===== src/hdl/gpmt_ram.sv =====
`default_nettype none
// ----------------------------------------------------------------------------
// gpmt_ram
// Simple dual-port RAM, one write port, one registered read port.
// ----------------------------------------------------------------------------
module gpmt_ram #(
   parameter int WIDTH = 32,
   parameter int DEPTH = 16
) (
   input  wire logic                     clock,
   input  wire logic                     wr_en,
   input  wire logic [$clog2(DEPTH)-1:0] wr_addr,
   input  wire logic [WIDTH-1:0]         wr_data,
   input  wire logic [$clog2(DEPTH)-1:0] rd_addr,
   output logic      [WIDTH-1:0]         rd_data
);

   logic [WIDTH-1:0] mem [DEPTH];

   always_ff @(posedge clock) begin
      if (wr_en) begin
         mem[wr_addr] <= wr_data;
      end
      rd_data <= mem[rd_addr];
   end

endmodule
`default_nettype wire


===== config.mk =====
export PLATFORM = sky130hd
export DESIGN_NAME = gpmt_ram
export DESIGN_NICKNAME = d
export VERILOG_FILES = /design/src/hdl/gpmt_ram.sv
export SDC_FILE = /design/constraint.sdc
export NUM_CORES = 1
export LEC_CHECK = 0
export BUFFER_PORTS_ARGS = -buffer_cell sky130_fd_sc_hd__buf_2
export CAP_MARGIN = 40
export CORE_ASPECT_RATIO = 1.25
export CORE_MARGIN = 4
export CORE_UTILIZATION = 30
export DETAILED_ROUTE_END_ITERATION = 8
export PLACE_DENSITY = 0.46
export SLEW_MARGIN = 30
export SYNTH_ARGS = -nofsm -noshare
export SYNTH_HDL_FRONTEND = slang
export SYNTH_SLANG_ARGS = --single-unit

===== constraint.sdc =====
create_clock -name clock -period 6.35 [get_ports clock]
set_input_delay 0.9525 -clock clock [delete_from_list [all_inputs] [get_ports clock]]
set_output_delay 0.9525 -clock clock [all_outputs]
set_load 0.005 [all_outputs]

* Word level (Yosys, flattened, before mapping)
Memories as Yosys holds them, arrays and structs flattened. A register that Yosys moved wholly into a read port is not among the register bits. Cells that the tools add are included.
Word-level totals: latch bits 0, memory bits (read-only) 0, register bits after elaboration 0, memories kept 1, word-level logic and storage cells 3, output and inout port bits 32, bits in writable memories 512
Memories:
- mem | depth 16, width 32, rd ports 1, clocked after memory_dff 1, wr ports 1, RTL line 18 | logic [WIDTH-1:0] mem [DEPTH];
Operators by class: reductions and logical operators 0, add/subtract/negate cells 0, div/mod/pow operators 0, equal/unequal tests 0, $mul 0, shift-type cells 0, bitwise gates (word level) 0, order comparisons 0, muxes and demuxes 2
Operator list (count):
- 1-bit 2-to-1 mux | 2

* Longest topological paths before layout
Gate-level depths: netlist of the first run.
depth in word-level cells 2, gate-level depth with buffers 5, gate-level depth less buffers 3

* Worst setup path after synthesis of the first run
OpenSTA, ideal clock, no wires.
path kind in2reg, start point in wr_addr[2], end point mem mem[0][0], enable pin, setup time 0.461 ns, cell stages on the path 2, slack 2.218 ns, arrival time 3.671 ns, path buffers 0, cells stage by stage or3b_2 > nor3_1
RTL lines:
- from (decl) | RTL line 12 | input wire logic [$clog2(DEPTH)-1:0] wr_addr,
- to (decl) | RTL line 18
No word-level cell before the write port.

==> results of run 1 <==
registers in the layout, indices dropped and copies added (netlist names):
register  flops
mem         512
rd_data      32
worst max-delay path, delay by kind of cell:
kind                   cells  cell delay (ns)
AND/OR/NAND/NOR            1             0.08
multiplexers               1             0.59
AO/OA/AOI/OAI              1             0.22
buffers and inverters      2             1.21
how the worst max path moves through the flow:
stage | to | from | slack [ns]
3_5_place_dp | rd_data[9]$_DFF_P_ | rd_addr[0] | 2.98
2_1_floorplan | mem[0][0]$_DFFE_PP_ | wr_addr[2] | 2.22
6_report | rd_data[8]$_DFF_P_ | rd_addr[0] | 3.70
4_1_cts | rd_data[9]$_DFF_P_ | rd_addr[0] | 3.60
3_3_place_gp | rd_data[12]$_DFF_P_ | rd_addr[0] | 3.00
5_1_grt | rd_data[12]$_DFF_P_ | rd_addr[0] | 3.44
layer usage:
| metal | part of all wire (%) | wire [µm] |
|---|---|---|
| met5 | 0 | 0 |
| met1 | 45 | 21330 |
| met2 | 49 | 22960 |
| met3 | 4.1 | 1947 |
| met4 | 2.0 | 942 |
synth_stat cells (all sizes together) (2+ instances only):
| cell | count |
|---|---|
| a22oi | 64 |
| mux4 | 128 |
| nand2b | 2 |
| nor2 | 13 |
| edfxtp | 512 |
| nor3 | 4 |
| nor2b | 2 |
| buf | 26 |
| nand3b | 2 |
| clkbuf | 17 |
| dfxtp | 32 |
| nand2 | 33 |
stage by stage:
stage	cell area, µm²	std cells
floorplan	19850	838
global placement	21400	1749
detailed placement	21400	1749
CTS	23150	1851
global route	23150	1851
finish	23160	1853
area by class of cell:
cell class,count,area (µm²)
diodes,2,5.005
clock buffers,79,1589
clock inverters,23,160.2
fillers,5977,42400
multi-input cells,251,3750
flip-flops and latches,544,16020
well taps,856,1071
repair buffers,98,568.0
kinds of logic after synthesis:
family / after synthesis
flops: 544
compound gates: 64
mux: 128
buf+inv: 43
simple gates: 59
power by group through the flow:
stage          registers [W]  clock network (W)  logic [W]
2_1_floorplan        0.00411                  0   0.000193
3_3_place_gp         0.00412                  0   0.000354
3_5_place_dp         0.00412                  0   0.000361
4_1_cts              0.00404            0.00320   0.000361
5_1_grt              0.00404            0.00336   0.000384
6_report             0.00404            0.00311   0.000349
==> metrics, run 1 <==
post-synthesis cell type count=18; flip-flop cell with the highest count after synthesis=edfxtp_1; Synth warnings=0; post-synthesis compound-gate area fraction=2.420%; maximum number of pins on one net before global-route repair=53; final worst-path setup slack=3.697 ns; share of layout cells above drive strength 1=32.76%; post-DP HPWL=21.77 mm; clock transition at the registers of the reported paths=0.06 ns; number of global-route vias before repair=9,775; net count reported at finish=991; unrepaired setup endpoints after global routing=false; Gates resized, CTS repair=0; Final Slew Violations=0; DRT iter0 DRCs=762; cell area after synthesis=0.01985 mm²; internal cell power=0.005964 W; fraction of the cycle the final worst path needs=41.78%; Final Core Density=35.33%; sort of element at the end of the critical path=flop; peak fanout along the critical path=52; reported net switching power=0.001531 W; antenna violations before repair=2; Sequential Power Share=53.9%; hold buffer count at cts=0; maximum capacitance violations=0; slack of the worst reg-to-reg path=5.03 ns; GRT Overall Usage=13.38%; TritonCTS clock tree=built; clock net sink count=544; endpoint of the worst register-to-register path=rd_data[26]$_DFF_P_; Setup Slack @ Placement=2.977 ns; met1 demand-to-capacity share in global routing=18.92%; outcome=completed; Post-Syn Area per Cell=23.69 µm²; area grow syn2layout=16.64%; combinational family with the most area after synthesis=multiplexers; TNS Setup=0 ns; #FFs+latches synth=544; setup-violating endpoint count in the final report=0; startpoint of the most critical hold path=mem[15][14]$_DFFE_PP_; Post-Route WL=47.18 mm; crit path DAT=3.11 ns; source-to-sink clock delay at the later pin of the worst-skew pair=0.58 ns; part of the total power dissipated in the clock network=41.5%; layer with the highest usage after global routing=met2; Critical R2R Launch=mem[3][26]$_DFFE_PP_; post-synthesis adder-cell area fraction=0%; Slew @ Worst Pin=0.7801 ns; final weighted congestion of routability-driven global placement=0.6721; cell with the largest stage delay on the worst path=buf_4; dominant cells by area after synthesis=edfxtp_1 (77%), mux4_2 (15%), dfxtp_1 (3.2%), a22oi_1 (2.4%), nand2_1 (0.62%); number of buffers created by CTS=54; Die Span X=238.1 µm; stage delay of the slowest cell on the critical path=0.66 ns; area of the placeable core=0.06556 mm²; WL per Instance=25.46 µm; Die Y=295.6 µm; routing usage on met3=2.056%; critical-path cell list=clkbuf_8, buf_4, mux4_2, a22oi_1, nand2_1; post-synthesis async set-or-reset flop share=0%; Tmin final=2.653 ns; aggregate global routing overflow=0; max frequency=0.3770 GHz; final hold violation count=0; leading cell type in the layout, fill and taps excluded=edfxtp_1; Worst VDD drop=0.0001779 V; Sw Ratio=20.42%; Setup Buffers After CTS=0; buffer levels on the longest clock path=3; multiplexer area fraction after synthesis=14.52%; XOR/XNOR Fraction of Synth Area=0%; classification of the worst-slack hold path=reg -> reg; clock skew=0.01226 ns; sequential area share after synthesis=80.67%; initial standard-cell utilization of the core=30.29%; count of H-tree levels built during CTS=2; row count=105; nature of the critical path startpoint=input port; headroom to the max-slew limit=48.00%; synthesized netlist net count=880; DRC violation count after routing=0; R2R depth=3; Post-synth EDFFs=512; leading cell types in the layout, fill and taps excluded=edfxtp_1 (512), mux4_2 (128), buf_2 (71), a22oi_1 (64), clkbuf_16 (57); via density per instance=4.815; first-pass iteration count of the detailed router=5; Hold Path Stages=3; combinational group share of total power=4.7%; cell at the root of the clock tree=clkbuf_16; number of buffers added on ports=73; Die Footprint=0.07039 mm²; P per Cell Area=323.6 mW/mm²; antenna-violating nets left=0; worst endpoint required time=6.81 ns; minimum hold slack=0.6683 ns; Yosys top cell area share=77.44%; Cells after Synth=838; number of I/O pins=74; post-synthesis share of cell area spent on and, or, nand and nor gates=1.273%; wire length of the first global-routing pass=68.75 mm; via count=8,923; worst setup path class=in -> reg; Power, Total=0.007495 W; Leak Pwr=7.319 nW; met2 Track Usage GR=21.99%; Hold Path Sink=rd_data[14]$_DFF_P_; cell taking the most area after synthesis=edfxtp_1
(Power assumes the default switching activity.)
==> run 2, diff against run 1 <==
- PLACE_DENSITY: 0.46 -> 0.47
- clock period: 6.35 -> 2.3 ns (I/O delays scaled with it)
==> metrics, run 2 (synthesis results as in run 1) <==
outcome=completed; P per Cell Area=878.4 mW/mm²; count of H-tree levels built during CTS=2; nature of the critical path startpoint=flop; area of the placeable core=0.06556 mm²; Slew @ Worst Pin=0.6057 ns; buffer levels on the longest clock path=3; maximum number of pins on one net before global-route repair=33; maximum capacitance violations=0; setup-violating endpoint count in the final report=0; Sequential Power Share=53.9%; WL per Instance=24.36 µm; slack of the worst reg-to-reg path=1.00 ns; area grow syn2layout=18.58%; final weighted congestion of routability-driven global placement=0.6680; registers with the most flip-flops=mem: 512 flops, rd_data: 32 flops; fraction of the cycle the final worst path needs=63.81%; Post-Route WL=45.13 mm; startpoint of the most critical hold path=wr_data[12]; hold buffer count at cts=0; via count=8,858; initial standard-cell utilization of the core=30.29%; Hold Path Sink=mem[15][12]$_DFFE_PP_; DRC violation count after routing=0; cell at the root of the clock tree=clkbuf_16; antenna-violating nets left=0; antenna violations before repair=4; clock net sink count=544; cell with the largest stage delay on the worst path=dfxtp_1; cell family contributing the most delay on the critical path=flip-flops; post-DP HPWL=22.84 mm; aggregate global routing overflow=0; critical-path cell list=buf_2; Gates resized, CTS repair=0; first-pass iteration count of the detailed router=5; net count reported at finish=998; internal cell power=0.01647 W; Setup Buffers After CTS=0; DRT iter0 DRCs=792; R2R depth=3; area post-placement=0.02185 mm²; Most flops, register=mem; max frequency=0.6813 GHz; crit path DAT=1.12 ns; sort of element at the end of the critical path=output port; Sw Ratio=20.37%; minimum hold slack=0.1510 ns; Setup Slack @ Placement=0.3886 ns; part of the total power dissipated in the clock network=41.2%; Leak Pwr=7.437 nW; Hold Path Stages=1; number of global-route vias before repair=9,638; share of layout cells above drive strength 1=33.63%; final worst-path setup slack=0.8323 ns; row count=105; leading cell type in the layout, fill and taps excluded=edfxtp_1; stage delay of the slowest cell on the critical path=0.40 ns; reported net switching power=0.004214 W; Critical R2R Launch=mem[3][14]$_DFFE_PP_; Worst VDD drop=0.0004901 V; Final Slew Violations=0; clock transition at the registers of the reported paths=0.06 ns; classification of the worst-slack hold path=in -> reg; wire length of the first global-routing pass=66.56 mm; worst endpoint required time=1.96 ns; leading cell types in the layout, fill and taps excluded=edfxtp_1 (512), mux4_2 (128), buf_2 (71), a22oi_1 (64), clkbuf_16 (53); Die Footprint=0.07039 mm²; source-to-sink clock delay at the later pin of the worst-skew pair=0.57 ns; TritonCTS clock tree=built; clock skew=0.01326 ns; peak fanout along the critical path=1; finished layout cell area=0.02354 mm²; endpoint of the worst register-to-register path=rd_data[14]$_DFF_P_; via density per instance=4.780; worst setup path class=reg -> out; number of buffers created by CTS=52; max FFs per register=512; WP buf/inv=1; final hold violation count=0; headroom to the max-slew limit=59.53%; unrepaired setup endpoints after global routing=false; Die Y=295.6 µm; Tmin final=1.468 ns; number of buffers added on ports=73; Die Span X=238.1 µm; GRT Overall Usage=12.81%; number of I/O pins=74; combinational group share of total power=4.9%
[run 2: cell types whose count changed in the layout (fill, tap and decap cells not counted), sizes merged]
| cell | previous run | this run |
|---|---|---|
| diode | 2 | 1 |
| bufinv | 2 | 5 |
| clkinvlp | 1 | 3 |
| clkbuf | 80 | 72 |
| buf | 97 | 106 |
| clkinv | 20 | 15 |
[run 2: worst max-delay path by stage]
stage                              from                  end  slack (ns)  depth (start not counted)
floorplan                    wr_addr[2]  mem[1][0]$_DFFE_PP_       -0.37                          2
global placement             wr_addr[2]  mem[0][5]$_DFFE_PP_        0.40                          4
detailed placement           wr_addr[2]  mem[0][9]$_DFFE_PP_        0.39                          4
CTS                 rd_data[20]$_DFF_P_          rd_data[20]        0.79                          1
global route        rd_data[20]$_DFF_P_          rd_data[20]        0.78                          1
finish              rd_data[17]$_DFF_P_          rd_data[17]        0.83                          1
[run 2: per-layer routing]
layer  global-route usage [%]  share of wire [%]  vias up
li1                         -                  -     3809
met1                    17.97                 44     4797
met2                    21.13                 49      190
met3                    2.130                5.0       60
met4                    3.130                1.9        2
met5                        0              0.031        -
[run 2: stage by stage]
step | utilization (%) | std cells | power (W) | setup TNS, ns
after floorplan | - | 838 | 0.01188 | -37.08
after global placement | 33.33 | 1758 | 0.01240 | 0
after detailed placement | 33.33 | 1758 | 0.01242 | 0
after CTS | 35.91 | 1852 | 0.02099 | 0
after global routing | 35.91 | 1852 | 0.02148 | 0
final | 35.91 | 1853 | 0.02068 | 0
[run 2: worst reg2reg max path: cells and delay by family, from the launching register on]
family | cells | cell delay, ns
AOI/OAI and AO/OA | 1 | 0.25
and+or+nand+nor | 1 | 0.09
DFF | 1 | 0.37
muxes | 1 | 0.48
[run 2: layout make-up]
cell class                 count  area (µm²)
antenna                        1       2.502
multi-input combinational    251        3775
fill                        5960       42010
timing repair buffer         107       985.9
clock inverter                23       249.0
sequential                   544       16020
tap                          856        1071
clock buffer                  71        1444
[run 2: power by group through the flow]
stage          clock network (W)  logic (W)  registers (W)
2_1_floorplan                  0   0.000536         0.0113
3_3_place_gp                   0    0.00103         0.0114
3_5_place_dp                   0    0.00104         0.0114
4_1_cts                  0.00879    0.00105         0.0112
5_1_grt                  0.00920    0.00110         0.0112
6_report                 0.00852    0.00101         0.0112
==> run 3, diff against run 2 <==
- clock period: 2.3 -> 1.3 ns (I/O delays scaled with it)
==> metrics, run 3 (synthesis results as in run 1) <==
nature of the critical path startpoint=flop; clock net sink count=544; number of global-route vias before repair=10,020; maximum capacitance violations=0; sort of element at the end of the critical path=flop; Power, Total=0.03697 W; max frequency=0.7858 GHz; GRT Overall Usage=13.64%; Most flops, register=mem; P per Cell Area=1495 mW/mm²; peak fanout along the critical path=1; final worst-path setup slack=0.02747 ns; TritonCTS clock tree=built; unrepaired setup endpoints after global routing=true; outcome=completed; WL per Instance=24.45 µm; maximum number of pins on one net before global-route repair=35; headroom to the max-slew limit=81.25%; antenna-violating nets left=0; wire length of the first global-routing pass=70.08 mm; final weighted congestion of routability-driven global placement=0.6836; max FFs per register=512; minimum hold slack=0.1208 ns; leading cell type in the layout, fill and taps excluded=edfxtp_1; crit path DAT=1.73 ns; leading cell types in the layout, fill and taps excluded=edfxtp_1 (512), mux4_2 (128), buf_2 (63), clkbuf_16 (55), a22oi_1 (49); DRT iter0 DRCs=707; setup-violating endpoint count in the final report=0; registers with the most flip-flops=mem: 512 flops, rd_data: 32 flops; Final Slew Violations=0; source-to-sink clock delay at the later pin of the worst-skew pair=0.59 ns; number of buffers added on ports=73; share of layout cells above drive strength 1=39.30%; first-pass iteration count of the detailed router=4; Slew @ Worst Pin=0.2812 ns; net count reported at finish=1,088; number of buffers created by CTS=54; cell at the root of the clock tree=clkbuf_16; row count=105; Die Footprint=0.07039 mm²; Worst VDD drop=0.0007590 V; antenna violations before repair=1; Setup Slack @ Placement=-0.4906 ns; fraction of the cycle the final worst path needs=97.89%; area grow syn2layout=24.56%; number of I/O pins=74; worst setup path class=reg -> reg; area post-placement=0.02253 mm²; clock skew=0.01594 ns; aggregate global routing overflow=0; Leak Pwr=7.958 nW; worst endpoint required time=1.76 ns; via count=9,264; finished layout cell area=0.02473 mm²; via density per instance=4.761; count of H-tree levels built during CTS=2; final hold violation count=0; Post-Route WL=47.59 mm; TNS Setup=0 ns; area of the placeable core=0.06556 mm²; classification of the worst-slack hold path=in -> reg; post-DP HPWL=27.92 mm; DRC violation count after routing=0; Tmin final=1.273 ns; clock transition at the registers of the reported paths=0.06 ns; Die Span X=238.1 µm; buffer levels on the longest clock path=3; Die Y=295.6 µm; initial standard-cell utilization of the core=30.29%
[run 3: cell count changes in the layout (fill, tap and decap cells not counted), moves of 15 or more]
| cell | delta |
|---|---|
| a22oi_1 | -15 |
| a22oi_2 | +15 |
| buf_12 | +18 |
| buf_4 | +38 |
| dfxtp_1 | -15 |
| dlygate4sd3_1 | +32 |
[run 3: stage by stage]
stage,util [%],instances
after global placement,34.36,1814
after global routing,37.72,1945
after CTS,37.58,1945
after floorplan,-,838
after detailed placement,34.36,1814
final,37.72,1946
[run 3: final cells by class]
cell class | count | area [µm²]
clock inverters | 27 | 257.7
diodes | 1 | 2.502
flip-flops and latches | 544 | 16040
clock buffers | 72 | 1470
multi-input cells | 251 | 3885
repair buffers | 195 | 2002
fillers | 5885 | 40830
well taps | 856 | 1071
[run 3: layer usage]
metal	GRT usage, %	wire, µm	share of wire, %
met1	18.26	20100	42
met2	23.34	24300	51
met3	2.390	2247	4.7
met4	3.385	944	2.0
met5	0	0	0
[run 3: worst paths after layout]
check                              to  depth (start not counted)                   from  slack [ns]
setup / recovery  rd_data[12]$_DFF_P_                          3   mem[2][12]$_DFFE_PP_        0.03
hold / removal    rd_data[10]$_DFF_P_                          4             rd_addr[1]        0.12
setup reg to reg  rd_data[12]$_DFF_P_                          3   mem[2][12]$_DFFE_PP_        0.03
hold reg to reg   rd_data[23]$_DFF_P_                          3  mem[14][23]$_DFFE_PP_        0.67
[run 3: critical path, stage by stage (launching register included)]
cell and delay [ns]:
edfxtp_1 0.37, mux4_2 0.48, a22oi_2 0.19, nand2_1 0.11
[run 3: where the power goes]
group / total, W / internal (W) / switching, W
Combinational: 0.00212 / 0.00102 / 0.00110
Clock: 0.0151 / 0.00859 / 0.00651
Sequential: 0.0197 / 0.0196 / 0.000134
Total: 0.0370 / 0.0292 / 0.00775
[run 3: repair_timing]
action,CTS,global route
buffers inserted,0,0
setup endpoints to repair,17,23
hold buffers,32,0
resized for setup,23,20
pin swaps,4,4
hold endpoints to repair,512,0
